--- config.mk ---
export PLATFORM = sky130hd
export DESIGN_NAME = floppy_interface_signal_adapter
export DESIGN_NICKNAME = d
export VERILOG_FILES = /design/src/rtl/fisa_pkg.sv /design/src/rtl/fisa_track.sv /design/src/rtl/fisa_outsel.sv /design/src/rtl/floppy_interface_signal_adapter.sv
export SDC_FILE = /design/constraint.sdc
export NUM_CORES = 1
export LEC_CHECK = 0
export ABC_CLOCK_PERIOD_IN_PS = 7300
export BUFFER_PORTS_ARGS = -buffer_cell sky130_fd_sc_hd__buf_2
export CORE_UTILIZATION = 45
export DETAILED_ROUTE_END_ITERATION = 12
export GPL_ROUTABILITY_DRIVEN = 0
export PLACE_DENSITY_LB_ADDON = 0.25
export SYNTH_ARGS = -nofsm -noshare
export SYNTH_HDL_FRONTEND = slang
export SYNTH_SLANG_ARGS = --single-unit
--- constraint.sdc ---
create_clock -name clk -period 7.3 [get_ports clk]
set_input_delay 0.365 -clock clk [delete_from_list [all_inputs] [get_ports clk]]
set_output_delay 0.365 -clock clk [all_outputs]
set_load 0.005 [all_outputs]
--- src/rtl/fisa_pkg.sv ---
// Package for the floppy interface signal adapter.
// Holds the shared types, mode codes and track constants. No dependencies.
`timescale 1ns / 1ps

package fisa_pkg;

	localparam int TRACK_W = 7;
	localparam logic [TRACK_W-1:0] TRACK_LIMIT   = 7'd80;
	localparam logic [TRACK_W-1:0] MAX_TRACK_RST = 7'd76;
	localparam logic [TRACK_W-1:0] TRACK_TG_LOW  = 7'd44;
	localparam logic [TRACK_W-1:0] TRACK_TG_HIGH = 7'd60;

	localparam int IN_TDATA_W  = 16;
	localparam int OUT_TDATA_W = 16;
	localparam int CFG_IDX_W   = 2;
	localparam int CFG_DATA_W  = 7;

	typedef enum logic [CFG_IDX_W-1:0] {
		CFG_TG43_MODE    = 2'd0,
		CFG_HEAD_LOAD    = 2'd1,
		CFG_READY_CHANGE = 2'd2,
		CFG_MAX_TRACK    = 2'd3
	} cfg_reg_t;

	typedef enum logic [2:0] {
		TG_WRITE_44 = 3'd0,
		TG_READ_44  = 3'd1,
		TG_ANY_44   = 3'd2,
		TG_READ_60  = 3'd3,
		TG_WR44_RD60 = 3'd4,
		TG_ON       = 3'd5,
		TG_OFF      = 3'd6,
		TG_EXT      = 3'd7
	} tg43_mode_t;

	typedef enum logic [1:0] {
		HL_MOTOR = 2'd0,
		HL_ON    = 2'd1,
		HL_OFF   = 2'd2,
		HL_EXT   = 2'd3
	} head_load_mode_t;

	typedef enum logic [3:0] {
		RC_READY         = 4'd0,
		RC_NOT_CHG       = 4'd1,
		RC_READY_NOT_CHG = 4'd2,
		RC_READY_OR_NCHG = 4'd3,
		RC_NOT_READY     = 4'd4,
		RC_CHG           = 4'd5,
		RC_NRDY_AND_CHG  = 4'd6,
		RC_NRDY_OR_CHG   = 4'd7,
		RC_ON            = 4'd8,
		RC_OFF           = 4'd9,
		RC_EXT           = 4'd10
	} ready_change_mode_t;

	typedef struct packed {
		tg43_mode_t         tg43_mode;
		head_load_mode_t    head_load_mode;
		ready_change_mode_t ready_change_mode;
		logic [TRACK_W-1:0] max_track;
	} cfg_t;

	typedef struct packed {
		logic device_select_n;
		logic motor_enable_n;
		logic direction_n;
		logic step_n;
		logic write_gate_n;
		logic track_zero_n;
		logic ready_n;
		logic disk_change_n;
		logic external_level;
		logic step_event;
		logic track_zero_event;
	} pins_t;

	typedef struct packed {
		logic               tg43_out_n;
		logic               head_load_out_n;
		logic               ready_change_out_n;
		logic [TRACK_W-1:0] track_now;
	} result_t;

endpackage

--- src/rtl/fisa_track.sv ---
// Head track counter: holds the current track and works out the track after a sample.
// Depends on fisa_pkg.
`timescale 1ns / 1ps

module fisa_track (
	input  logic                        clk,
	input  logic                        arst_n,
	input  logic                        advance,
	input  fisa_pkg::pins_t             pins,
	input  logic [fisa_pkg::TRACK_W-1:0] max_track,
	output logic [fisa_pkg::TRACK_W-1:0] track_next
);
	import fisa_pkg::*;

	logic [TRACK_W-1:0] track_q;
	logic [TRACK_W-1:0] limit;
	logic [TRACK_W-1:0] stepped;
	logic               do_step;
	logic               do_clear;

	assign limit    = (max_track > TRACK_LIMIT) ? TRACK_LIMIT : max_track;
	assign do_step  = !pins.device_select_n && pins.step_event && !pins.step_n
	                  && pins.write_gate_n;
	assign do_clear = !pins.device_select_n && pins.track_zero_event && !pins.track_zero_n;

	always_comb begin
		stepped = track_q;
		if (do_step) begin
			if (!pins.direction_n) begin
				// inward: clamp, also pulls a track above a lowered limit back down
				stepped = (track_q >= limit) ? limit : track_q + 7'd1;
			end else if (track_q != '0) begin
				stepped = track_q - 7'd1;
			end
		end
		track_next = do_clear ? '0 : stepped;
	end

	always_ff @(posedge clk or negedge arst_n) begin
		if (!arst_n) begin
			track_q <= '0;
		end else if (advance) begin
			track_q <= track_next;
		end
	end

	a_track_range: assert property (@(posedge clk) disable iff (!arst_n)
		track_q <= TRACK_LIMIT)
		else $error("track above limit");

	a_track_hold: assert property (@(posedge clk) disable iff (!arst_n)
		!advance |=> $stable(track_q))
		else $error("track moved without an item");

	a_desel_hold: assert property (@(posedge clk) disable iff (!arst_n)
		advance && pins.device_select_n |=> $stable(track_q))
		else $error("track moved while deselected");

	a_tz_clear: assert property (@(posedge clk) disable iff (!arst_n)
		advance && do_clear |=> track_q == '0)
		else $error("track zero event did not clear track");

endmodule

--- src/rtl/fisa_outsel.sv ---
// Output line selection: TG43, head load and ready/disk-change from the mode registers.
// Depends on fisa_pkg.
`timescale 1ns / 1ps

module fisa_outsel (
	input  fisa_pkg::pins_t             pins,
	input  fisa_pkg::cfg_t              cfg,
	input  logic [fisa_pkg::TRACK_W-1:0] track,
	output fisa_pkg::result_t           res
);
	import fisa_pkg::*;

	logic writing, motor, rdy, chg, ext, at44, at60;
	logic tg_act, hl_act, rc_act;

	assign writing = !pins.write_gate_n;
	assign motor   = !pins.motor_enable_n;
	assign rdy     = !pins.ready_n;
	assign chg     = !pins.disk_change_n;
	assign ext     = pins.external_level;
	assign at44    = track >= TRACK_TG_LOW;
	assign at60    = track >= TRACK_TG_HIGH;

	always_comb begin
		case (cfg.tg43_mode)
			TG_WRITE_44:  tg_act = writing && at44;
			TG_READ_44:   tg_act = !writing && at44;
			TG_ANY_44:    tg_act = at44;
			TG_READ_60:   tg_act = !writing && at60;
			TG_WR44_RD60: tg_act = writing ? at44 : at60;
			TG_ON:        tg_act = 1'b1;
			TG_OFF:       tg_act = 1'b0;
			TG_EXT:       tg_act = ext;
			default:      tg_act = 1'b0;
		endcase
	end

	always_comb begin
		case (cfg.head_load_mode)
			HL_MOTOR: hl_act = motor;
			HL_ON:    hl_act = 1'b1;
			HL_OFF:   hl_act = 1'b0;
			HL_EXT:   hl_act = ext;
			default:  hl_act = 1'b0;
		endcase
	end

	always_comb begin
		case (cfg.ready_change_mode)
			RC_READY:         rc_act = rdy;
			RC_NOT_CHG:       rc_act = !chg;
			RC_READY_NOT_CHG: rc_act = rdy && !chg;
			RC_READY_OR_NCHG: rc_act = rdy || !chg;
			RC_NOT_READY:     rc_act = !rdy;
			RC_CHG:           rc_act = chg;
			RC_NRDY_AND_CHG:  rc_act = !rdy && chg;
			RC_NRDY_OR_CHG:   rc_act = !rdy || chg;
			RC_ON:            rc_act = 1'b1;
			RC_OFF:           rc_act = 1'b0;
			RC_EXT:           rc_act = ext;
			default:          rc_act = 1'b0; // unused codes leave the line inactive
		endcase
	end

	// deselected drive: every line inactive (high)
	always_comb begin
		res.tg43_out_n         = pins.device_select_n | !tg_act;
		res.head_load_out_n    = pins.device_select_n | !hl_act;
		res.ready_change_out_n = pins.device_select_n | !rc_act;
		res.track_now          = track;
	end

endmodule

--- src/rtl/floppy_interface_signal_adapter.sv ---
// Floppy interface signal adapter, top level: stream ports, mode registers, pipeline.
// An item accepted on the slave side passes the input register, then the result register,
// before its result shows on the master side; a master stall holds it in the input register.
// Throughput: one item per cycle while the master side accepts; track_next is combinational.
// Reset (arst_n low, asynchronous): track to 0, modes to 0, max_track to 76,
// both pipeline stages empty.
// Depends on fisa_pkg, fisa_track and fisa_outsel.
`timescale 1ns / 1ps

module floppy_interface_signal_adapter (
	input  logic                              clk,
	input  logic                              arst_n,
	// tdata, lowest bit up: device_select_n, motor_enable_n, direction_n, step_n,
	// write_gate_n, track_zero_n, ready_n, disk_change_n, external_level,
	// step_event, track_zero_event, zero fill
	input  logic                              s_tvalid,
	output logic                              s_tready,
	input  logic [fisa_pkg::IN_TDATA_W-1:0]   s_tdata,
	// tdata, lowest bit up: tg43_out_n, head_load_out_n, ready_change_out_n,
	// track_now[6:0], zero fill
	output logic                              m_tvalid,
	input  logic                              m_tready,
	output logic [fisa_pkg::OUT_TDATA_W-1:0]  m_tdata,
	input  logic                              cfg_we,
	input  logic [fisa_pkg::CFG_IDX_W-1:0]    cfg_index,
	input  logic [fisa_pkg::CFG_DATA_W-1:0]   cfg_data
);
	import fisa_pkg::*;

	cfg_t               cfg_q;
	pins_t              pins_in;
	pins_t              pins_s1;
	logic               valid_s1;
	logic               out_free;
	logic               advance;
	logic [TRACK_W-1:0] track_next;
	result_t            res_d;
	result_t            res_q;
	logic               out_valid_q;

	always_ff @(posedge clk or negedge arst_n) begin
		if (!arst_n) begin
			cfg_q.tg43_mode         <= TG_WRITE_44;
			cfg_q.head_load_mode    <= HL_MOTOR;
			cfg_q.ready_change_mode <= RC_READY;
			cfg_q.max_track         <= MAX_TRACK_RST;
		end else if (cfg_we) begin
			case (cfg_reg_t'(cfg_index))
				CFG_TG43_MODE:    cfg_q.tg43_mode <= tg43_mode_t'(cfg_data[2:0]);
				CFG_HEAD_LOAD:    cfg_q.head_load_mode <= head_load_mode_t'(cfg_data[1:0]);
				CFG_READY_CHANGE: cfg_q.ready_change_mode <= ready_change_mode_t'(cfg_data[3:0]);
				CFG_MAX_TRACK:    cfg_q.max_track <= cfg_data[TRACK_W-1:0];
				default: ;
			endcase
		end
	end

	always_comb begin
		pins_in.device_select_n  = s_tdata[0];
		pins_in.motor_enable_n   = s_tdata[1];
		pins_in.direction_n      = s_tdata[2];
		pins_in.step_n           = s_tdata[3];
		pins_in.write_gate_n     = s_tdata[4];
		pins_in.track_zero_n     = s_tdata[5];
		pins_in.ready_n          = s_tdata[6];
		pins_in.disk_change_n    = s_tdata[7];
		pins_in.external_level   = s_tdata[8];
		pins_in.step_event       = s_tdata[9];
		pins_in.track_zero_event = s_tdata[10];
	end

	assign out_free = !out_valid_q || m_tready;
	assign advance  = valid_s1 && out_free;
	assign s_tready = !valid_s1 || out_free;

	always_ff @(posedge clk or negedge arst_n) begin
		if (!arst_n) begin
			valid_s1 <= 1'b0;
		end else if (s_tready) begin
			valid_s1 <= s_tvalid;
		end
	end

	always_ff @(posedge clk) begin
		if (s_tready && s_tvalid) begin
			pins_s1 <= pins_in;
		end
	end

	fisa_track u_track (
		.clk        (clk),
		.arst_n     (arst_n),
		.advance    (advance),
		.pins       (pins_s1),
		.max_track  (cfg_q.max_track),
		.track_next (track_next)
	);

	fisa_outsel u_outsel (
		.pins  (pins_s1),
		.cfg   (cfg_q),
		.track (track_next),
		.res   (res_d)
	);

	always_ff @(posedge clk or negedge arst_n) begin
		if (!arst_n) begin
			out_valid_q <= 1'b0;
		end else if (out_free) begin
			out_valid_q <= valid_s1;
		end
	end

	always_ff @(posedge clk) begin
		if (advance) begin
			res_q <= res_d;
		end
	end

	assign m_tvalid = out_valid_q;
	assign m_tdata  = {{(OUT_TDATA_W - 3 - TRACK_W){1'b0}}, res_q.track_now,
	                   res_q.ready_change_out_n, res_q.head_load_out_n, res_q.tg43_out_n};

	a_desel_lines: assert property (@(posedge clk) disable iff (!arst_n)
		advance && pins_s1.device_select_n |=> m_tdata[2:0] == 3'b111)
		else $error("deselected item drove an active line");

	a_result_follows: assert property (@(posedge clk) disable iff (!arst_n)
		advance |=> m_tvalid)
		else $error("item lost between stages");

	a_empty_ready: assert property (@(posedge clk) disable iff (!arst_n)
		!m_tvalid |-> s_tready)
		else $error("input stalled with empty output");

endmodule
# Yosys cells after proc, flatten, opt, wreduce, memory -nomap -nowiden
# Cells that the tools add are included.
op_classes:
  n_addsub: 2
  n_lt_le_gt_ge: 4
  eq_ne: 22
  muxes: 10
  bitwise_logic: 3
  reduce_logical: 37
op_table:
  columns: ["op", "n"]
  rows:
  - ["two-way mux 7 bit", 6]
  - ["equality test 4 x 3 -> 1 bit, second input constant", 4]
  - ["greater-or-equal comparator 7 x 6 -> 1 bit, second input constant", 2]
  - ["equality test 3 bit, second input constant", 4]
  - ["logical AND 1 bit", 12]
  - ["zero test 1 bit", 12]
  - ["one-hot mux 1 bit (10 select lines)", 1]
  - ["equality test 2 bit, second input constant", 4]
  - ["equality test 4 x 2 -> 1 bit, second input constant", 2]
  - ["equality test 4 bit, second input constant", 2]
  - ["one-hot mux 1 bit (8 select lines)", 1]
  - ["AND reduction 2 bit", 4]
  - ["adder 7 x 1 -> 7 bit, second input constant", 1]
  - ["greater-or-equal comparator 7 bit", 1]
  - ["greater-than comparator 7 bit, second input constant", 1]
  - ["nonzero test 7 bit", 1]
  - ["subtractor 7 x 1 -> 7 bit, second input constant", 1]
  - ["equality test 3 x 2 -> 1 bit, second input constant", 2]
  - ["equality test 2 x 1 -> 1 bit, second input constant", 2]
  - ["equality test 4 x 1 -> 1 bit, second input constant", 1]
  - ["zero test 2 bit", 2]
  - ["zero test 4 bit", 1]
  - ["logical OR 1 bit", 4]
  - ["one-hot mux 1 bit (4 select lines)", 1]
  - ["4 further kinds", 6]
word_totals:
  ff_bits: 46
  in_bits: 30
  output_inout_bits: 18
  wordCells: 100

# Longest topological paths before layout
# Gate-level depths: netlist of the first run.
depth:
  word_depth: 12
  ltp_mapped: 11

# Modules after synthesis
# A second synthesis of the first run with hierarchy kept.
hier_totals:
  hier_cells: 250
  hier_area_um2: 2692.6
modules_own_cells:
  columns: ["module", "n_inst", "cells_each", "area_per_inst_um2"]
  rows:
  - ["floppy_interface_signal_adapter", 1, 72, 1390.1]
  - ["fisa_track", 1, 143, 1084.8]
  - ["fisa_outsel", 1, 35, 217.7]

# Least setup slack after synthesis of the first run
# No wires, ideal clock.
synth_path:
  path_type: "reg2reg"
  startpoint: "reg cfg_q[6] (netlist name)"
  endpoint: "reg res_q, in the netlist m_tdata[0], data pin"
  t_arrival_ps: 2526
  setup_slack_ps: 4513
  path_stages_with_launch: 12
  n_path_buf: 1
  path_cell_list: "dfstp_2 o21ai_0 and2_1 ha_1 nand2b_1 a31oi_1 o21a_1 buf_6 or3_1 a31oi_2 a22oi_1 o32a_1"
synth_rtl:
  columns: ["element", "line", "rtl"]
  rows:
  - ["end signal, assigned", "floppy_interface_signal_adapter.sv:116", "res_q <= res_d;"]
  - ["end, declared", "floppy_interface_signal_adapter.sv:38", "result_t res_q;"]

==> results.cfg, run 1 <==
[drt]
drc = 0
vias_per_cell = 5.38
antenna_left = 0
first_pass_iters = 4
vias = 1889
wire_per_inst_um = 14.4
drt-initial-drc-count = 151
drt-total-wl_mm = 5.05

[die]
die-area_sq_um = 6180
coreArea_sq_um = 5570
io_pins = 48
die_h_um = 78.6
die_w_um = 78.6
start_util_pct = 47.4
rows = 27

[pwr]
ir_drop_mv = 0.161
p_leak_nw = 1.26
power.density_nw_per_um2 = 325
fin_total_pwr_mw = 0.960

[synth]
ys_warn_count = 0
yosysTopAreaCellShare_pct = 23.9
ys_seq_area_share_pct = 47.7
postSynthCellCount = 243
synthFlopType = dfrtp_1
synth.cell_area_sq_um = 2640
avgSynthCellArea_sq_um = 10.9
ys_ff_latch = 46
synthTopCellsByArea = edfxtp_1 (24%), dfrtp_1 (21%), mux2_2 (9.8%)
synthArstFlopShare_pct = 54.3
yosys.cell_types.count = 52
yosys.area.top_type = edfxtp_1
synth_edf_count = 21

[clock_network]
cts-root-buf = clkbuf_8
insertion_delay_ps = 310
cts_hold_buf = 0
clockBufferDepth = 2
cts_tree = built
cts-htree-levels = 2
post_cts_resized = 0
post_cts_buffers = 0
cts.sinks = 46
path_clk_slew_ps = 100
cts_buffers = 5

[grt]
grt_pass1_vias = 1835
antenna_found_initial = 0
overflow = 0
grt_max_degree = 26
track_usage_pct = 18.1
grt_first_pass_wirelength_mm = 8.52

[final_layout]
layout_commonest_cell = buf_2
n_antenna_cell = 0
layout_common_cells = buf_2 (36), mux2_2 (23), dfrtp_1 (22), edfxtp_1 (21), nand2_1 (18)
area_growth_syn_to_layout_pct = 11.7
nets = 318
final_area_sq_um = 2950
drive_gt1_share_pct = 28.3

[setup_path]
r2r_end = m_tdata[0]
worstPathRequired_ps = 7360
cp_common_cell = o21ai_0
crit_arrival_ps = 3330
critPathKind = reg -> reg
crit_chain = o21ai_0, nand2_1, ha_1, a21o_1, a31oi_1, o21a_1, mux2i_1, o21ai_0, nor2_1, o32a_1
rrSetupSlack_ps = 4030
worst_setup_path_start_kind = flop
r2r_start = cfg_q[5]
slowest_stage = dfrtp_1
worstRegToRegCells = 10
critPathMaxStageDelay_ps = 420
endpoint_kind = flop
crit_path_max_fanout = 8

[sta]
finalSetupTns_ps = 0
hold_viol = 0
finalSetupViolCount = 0
worst_pin_slew_ps = 662
setup_slack_ps = 4030
max_slew_margin_pct = 55.8
rsz0062_at_grt = false
finClkSkew_ps = 13.0
fin_crit_ps = 3270
fmax_mhz = 306
drv_slew = 0
post-route-period-util_pct = 44.8

[placement]
place_hpwl_mm = 3.81
post-place-ws_ps = 4080
placed_cell_area_sq_um = 2830
io_buffer_count = 36

[min_path]
hold_class = in -> async

[run]
drv_cap = 0

[run_status]
status = finished clean
worst max path at each step:
stage | start | end | slack [ps]
final | cfg_q[5] | m_tdata[0] | 4030
after global routing | cfg_q[5] | m_tdata[0] | 3830
after CTS | cfg_q[5] | m_tdata[0] | 4050
after detailed placement | cfg_q[5] | m_tdata[0] | 4080
after global placement | cfg_q[5] | m_tdata[0] | 4080
after floorplan | cfg_q[6] | m_tdata[0] | 4510
registers in the layout, summed over array words and instances, names as in the netlist:
signal / cells
cfg_q: 16
pins_s1: 11
m_tdata: 10
u_track.track_q: 7
m_tvalid: 1
valid_s1: 1
layer usage:
metal | global-route usage [%] | wire length (um) | vias up
li1 | - | - | 939
met1 | 23.8 | 2250 | 859
met2 | 29.2 | 2380 | 81
met3 | 4.07 | 339 | 10
met4 | 6.11 | 84 | 0
met5 | 0 | 0 | -
where the power goes:
group	internal [mW]	leakage, nW	switching, mW	total (mW)
clock	0.104	0.0563	0.0954	0.200
combinational	0.173	0.705	0.187	0.361
sequential	0.330	0.497	0.0688	0.399
cell type report:
type	instances	area (sq um)
Fill cell	499	2620
Clock buffer	5	68.8
Timing Repair Buffer	36	180
Multi-Input combinational cell	175	1250
Clock inverter	3	48.8
Tap cell	72	90.1
Inverter	14	52.6
Sequential cell	46	1260
cell families (layout without fill, tap and decap cells):
group	count (synthesis)	count (layout)	share of synthesized area, %
and+or+nand+nor	73	73	15.1
xor gates and xnor gates	7	7	2.32
adders and majority gates	10	10	4.74
muxes	30	30	12.5
other	1	6	0.142
DFF	46	46	47.7
buffers and inverters	27	58	5.68
AOI/OAI and AO/OA	49	49	11.8
cells in the mapped netlist, types with 2 or more instances:
cell type and number:
o211ai_1 2, nor2_1 13, nand4_1 3, nand3b_1 5, xnor2_1 4, nor4_1 2, mux2_2 23, edfxtp_1 21
nor3_1 3, mux2i_1 7, o21ai_0 10, a31oi_1 6, nor2b_1 2, ha_1 10, a21oi_1 13, or2_2 3
inv_1 13, dfstp_2 3, nor3b_1 3, dfrtp_1 22, o21a_1 2, o21bai_1 2, clkbuf_1 2, nand2_1 18
xor2_1 3, nand3_1 3, nand2b_1 5, and2_1 5, buf_4 8, or3_1 3, o22ai_1 3
stage by stage:
step / cells / hold slack (ps) / util, %
global route: 351 / 72.6 / 52.9
finish: 351 / 27.5 / 52.9
floorplan: 248 / 69.4 / -
CTS: 351 / 49.5 / 52.9
detailed placement: 343 / 387 / 50.8
global placement: 343 / 389 / 50.8
critical path, delay by kind of cell, from the launching register on:
family | cells | cell delay, ps
AO/OA/AOI/OAI | 6 | 1900
flip-flops | 1 | 420
adder cells (fa/ha/maj) | 1 | 310
AND/OR/NAND/NOR | 2 | 250
multiplexers | 1 | 120
(Power assumes the default switching activity.)
==> run 2, diff against run 1 <==
Settings changed: ABC_CLOCK_PERIOD_IN_PS 7300 to 2900.
Clock period 7.3 ns to 2.9 ns, I/O delays scaled along.
==> results.cfg, run 2 (same netlist as run 1, synthesis figures left out) <==
[run_status]
status = finished clean

[drt]
vias = 1974
drc = 0
vias_per_cell = 5.34
antenna_left = 0
first_pass_iters = 4
wire_per_inst_um = 15.1
drt-initial-drc-count = 122
drt-total-wl_mm = 5.57

[setup_path]
worstPathRequired_ps = 2950
crit_path_max_fanout = 7
endpoint_kind = flop
crit_arrival_ps = 2820
worst_setup_path_start_kind = flop
worstRegToRegCells = 10
critPathKind = reg -> reg

[clock_network]
insertion_delay_ps = 290
cts-htree-levels = 2
cts-root-buf = clkbuf_8
path_clk_slew_ps = 90
cts_buffers = 5
clockBufferDepth = 2
cts.sinks = 46
cts_tree = built

[pwr]
intPower_mw = 1.63
p_seq_share_pct = 36.8
switching_share_pct = 36.1
power.density_nw_per_um2 = 826
power.switching_mw = 0.922
ir_drop_mv = 0.341
p_leak_nw = 1.35
combPwrFrac_pct = 45.7
pwr-share-clk_pct = 17.5

[sta]
hold_viol = 0
setup_slack_ps = 130
post-route-period-util_pct = 95.5
whs_ps = 20.2
rsz0062_at_grt = false
finClkSkew_ps = 8.93
finalSetupViolCount = 0
drv_slew = 0
fmax_mhz = 361
max_slew_margin_pct = 52.5
fin_crit_ps = 2770
worst_pin_slew_ps = 712
finalSetupTns_ps = 0

[die]
die_w_um = 78.6
rows = 27
die-area_sq_um = 6180
io_pins = 48
die_h_um = 78.6
coreArea_sq_um = 5570
start_util_pct = 47.4

[min_path]
hold_class = in -> reg
hold_depth = 1

[placement]
post-place-ws_ps = -82.5
io_buffer_count = 36
place_hpwl_mm = 4.38
place_inst = 361

[grt]
track_usage_pct = 20.2
antenna_found_initial = 0
grt_pass1_vias = 1973
grt_first_pass_wirelength_mm = 9.48
overflow = 0
grt_max_degree = 26

[final_layout]
drive_gt1_share_pct = 33.2
layout_commonest_cell = buf_2
largest_reg_flops = 16
layout_common_cells = buf_2 (36), mux2_2 (23), dfrtp_1 (22), edfxtp_1 (21)
nFillCells = 508
area_growth_syn_to_layout_pct = 17.0
nets = 337
regMostFlops = cfg_q
final_cells = 370
n_antenna_cell = 0

[run]
drv_cap = 0
run 2: path summary, 6_finish.rpt:
check,from,to,slack [ps]
max in group asynchronous,arst_n,u_track.track_q[3],2120
max reg2reg,cfg_q[6],m_tdata[0],130
min reg2reg,cfg_q[12],cfg_q[12],510
min,s_tdata[8],pins_s1[2],20
max,cfg_q[6],m_tdata[0],130
min in group asynchronous,arst_n,cfg_q[1],380
run 2: layout make-up:
cell class,count,area (sq um),share of cell area (%)
multi-input combinational,175,1250,40.6
clock buffer,6,93.8,3.04
clock inverter,2,13.8,0.445
timing repair buffer,55,325,10.5
inverter,14,52.6,1.70
sequential,46,1260,40.8
tap,72,90.1,2.91
run 2: power by group through the flow:
| stage | Clock (mW) | Combinational, mW | Sequential [mW] |
|---|---|---|---|
| 2_1_floorplan | 0 | 0.795 | 0.938 |
| 3_3_place_gp | 0 | 1.13 | 0.947 |
| 3_5_place_dp | 0 | 1.15 | 0.954 |
| 4_1_cts | 0.457 | 1.16 | 0.941 |
| 5_1_grt | 0.484 | 1.30 | 0.959 |
| 6_report | 0.447 | 1.17 | 0.940 |
run 2: critical path, cell delays in order, from the launching register on:
cell	delay (ps)
dfstp_2	550
o21ai_2	70
and2_1	180
ha_1	270
nand2b_1	100
a31oi_1	110
o21a_2	300
or3_1	340
a31oi_2	220
a22oi_1	110
o32a_1	290
run 2: metrics by stage:
stage | power, mW | util (%) | instance area, sq um
2_1_floorplan | 1.73 | - | 2660
3_3_place_gp | 2.08 | 53.2 | 2970
3_5_place_dp | 2.10 | 53.2 | 2970
4_1_cts | 2.56 | 55.4 | 3090
5_1_grt | 2.75 | 55.4 | 3090
6_report | 2.55 | 55.4 | 3090
run 2: routing by layer:
layer | wire [um] | vias up | global-route usage (%) | part of all wire [%]
met5 | 0 | - | 0 | 0
li1 | - | 972 | - | -
met2 | 2710 | 75 | 33.7 | 49
met1 | 2490 | 921 | 26.2 | 45
met3 | 295 | 6 | 3.37 | 5.3
met4 | 78 | 0 | 7.41 | 1.4
run 2: timing repair:
item / CTS / global route
setup endpoints to repair: 2 / 2
pin swaps: 0 / 0
setup buffers: 0 / 0
gates resized for setup: 2 / 2
endpoints found under the hold margin: 22 / 0
hold buffers: 1 / 0
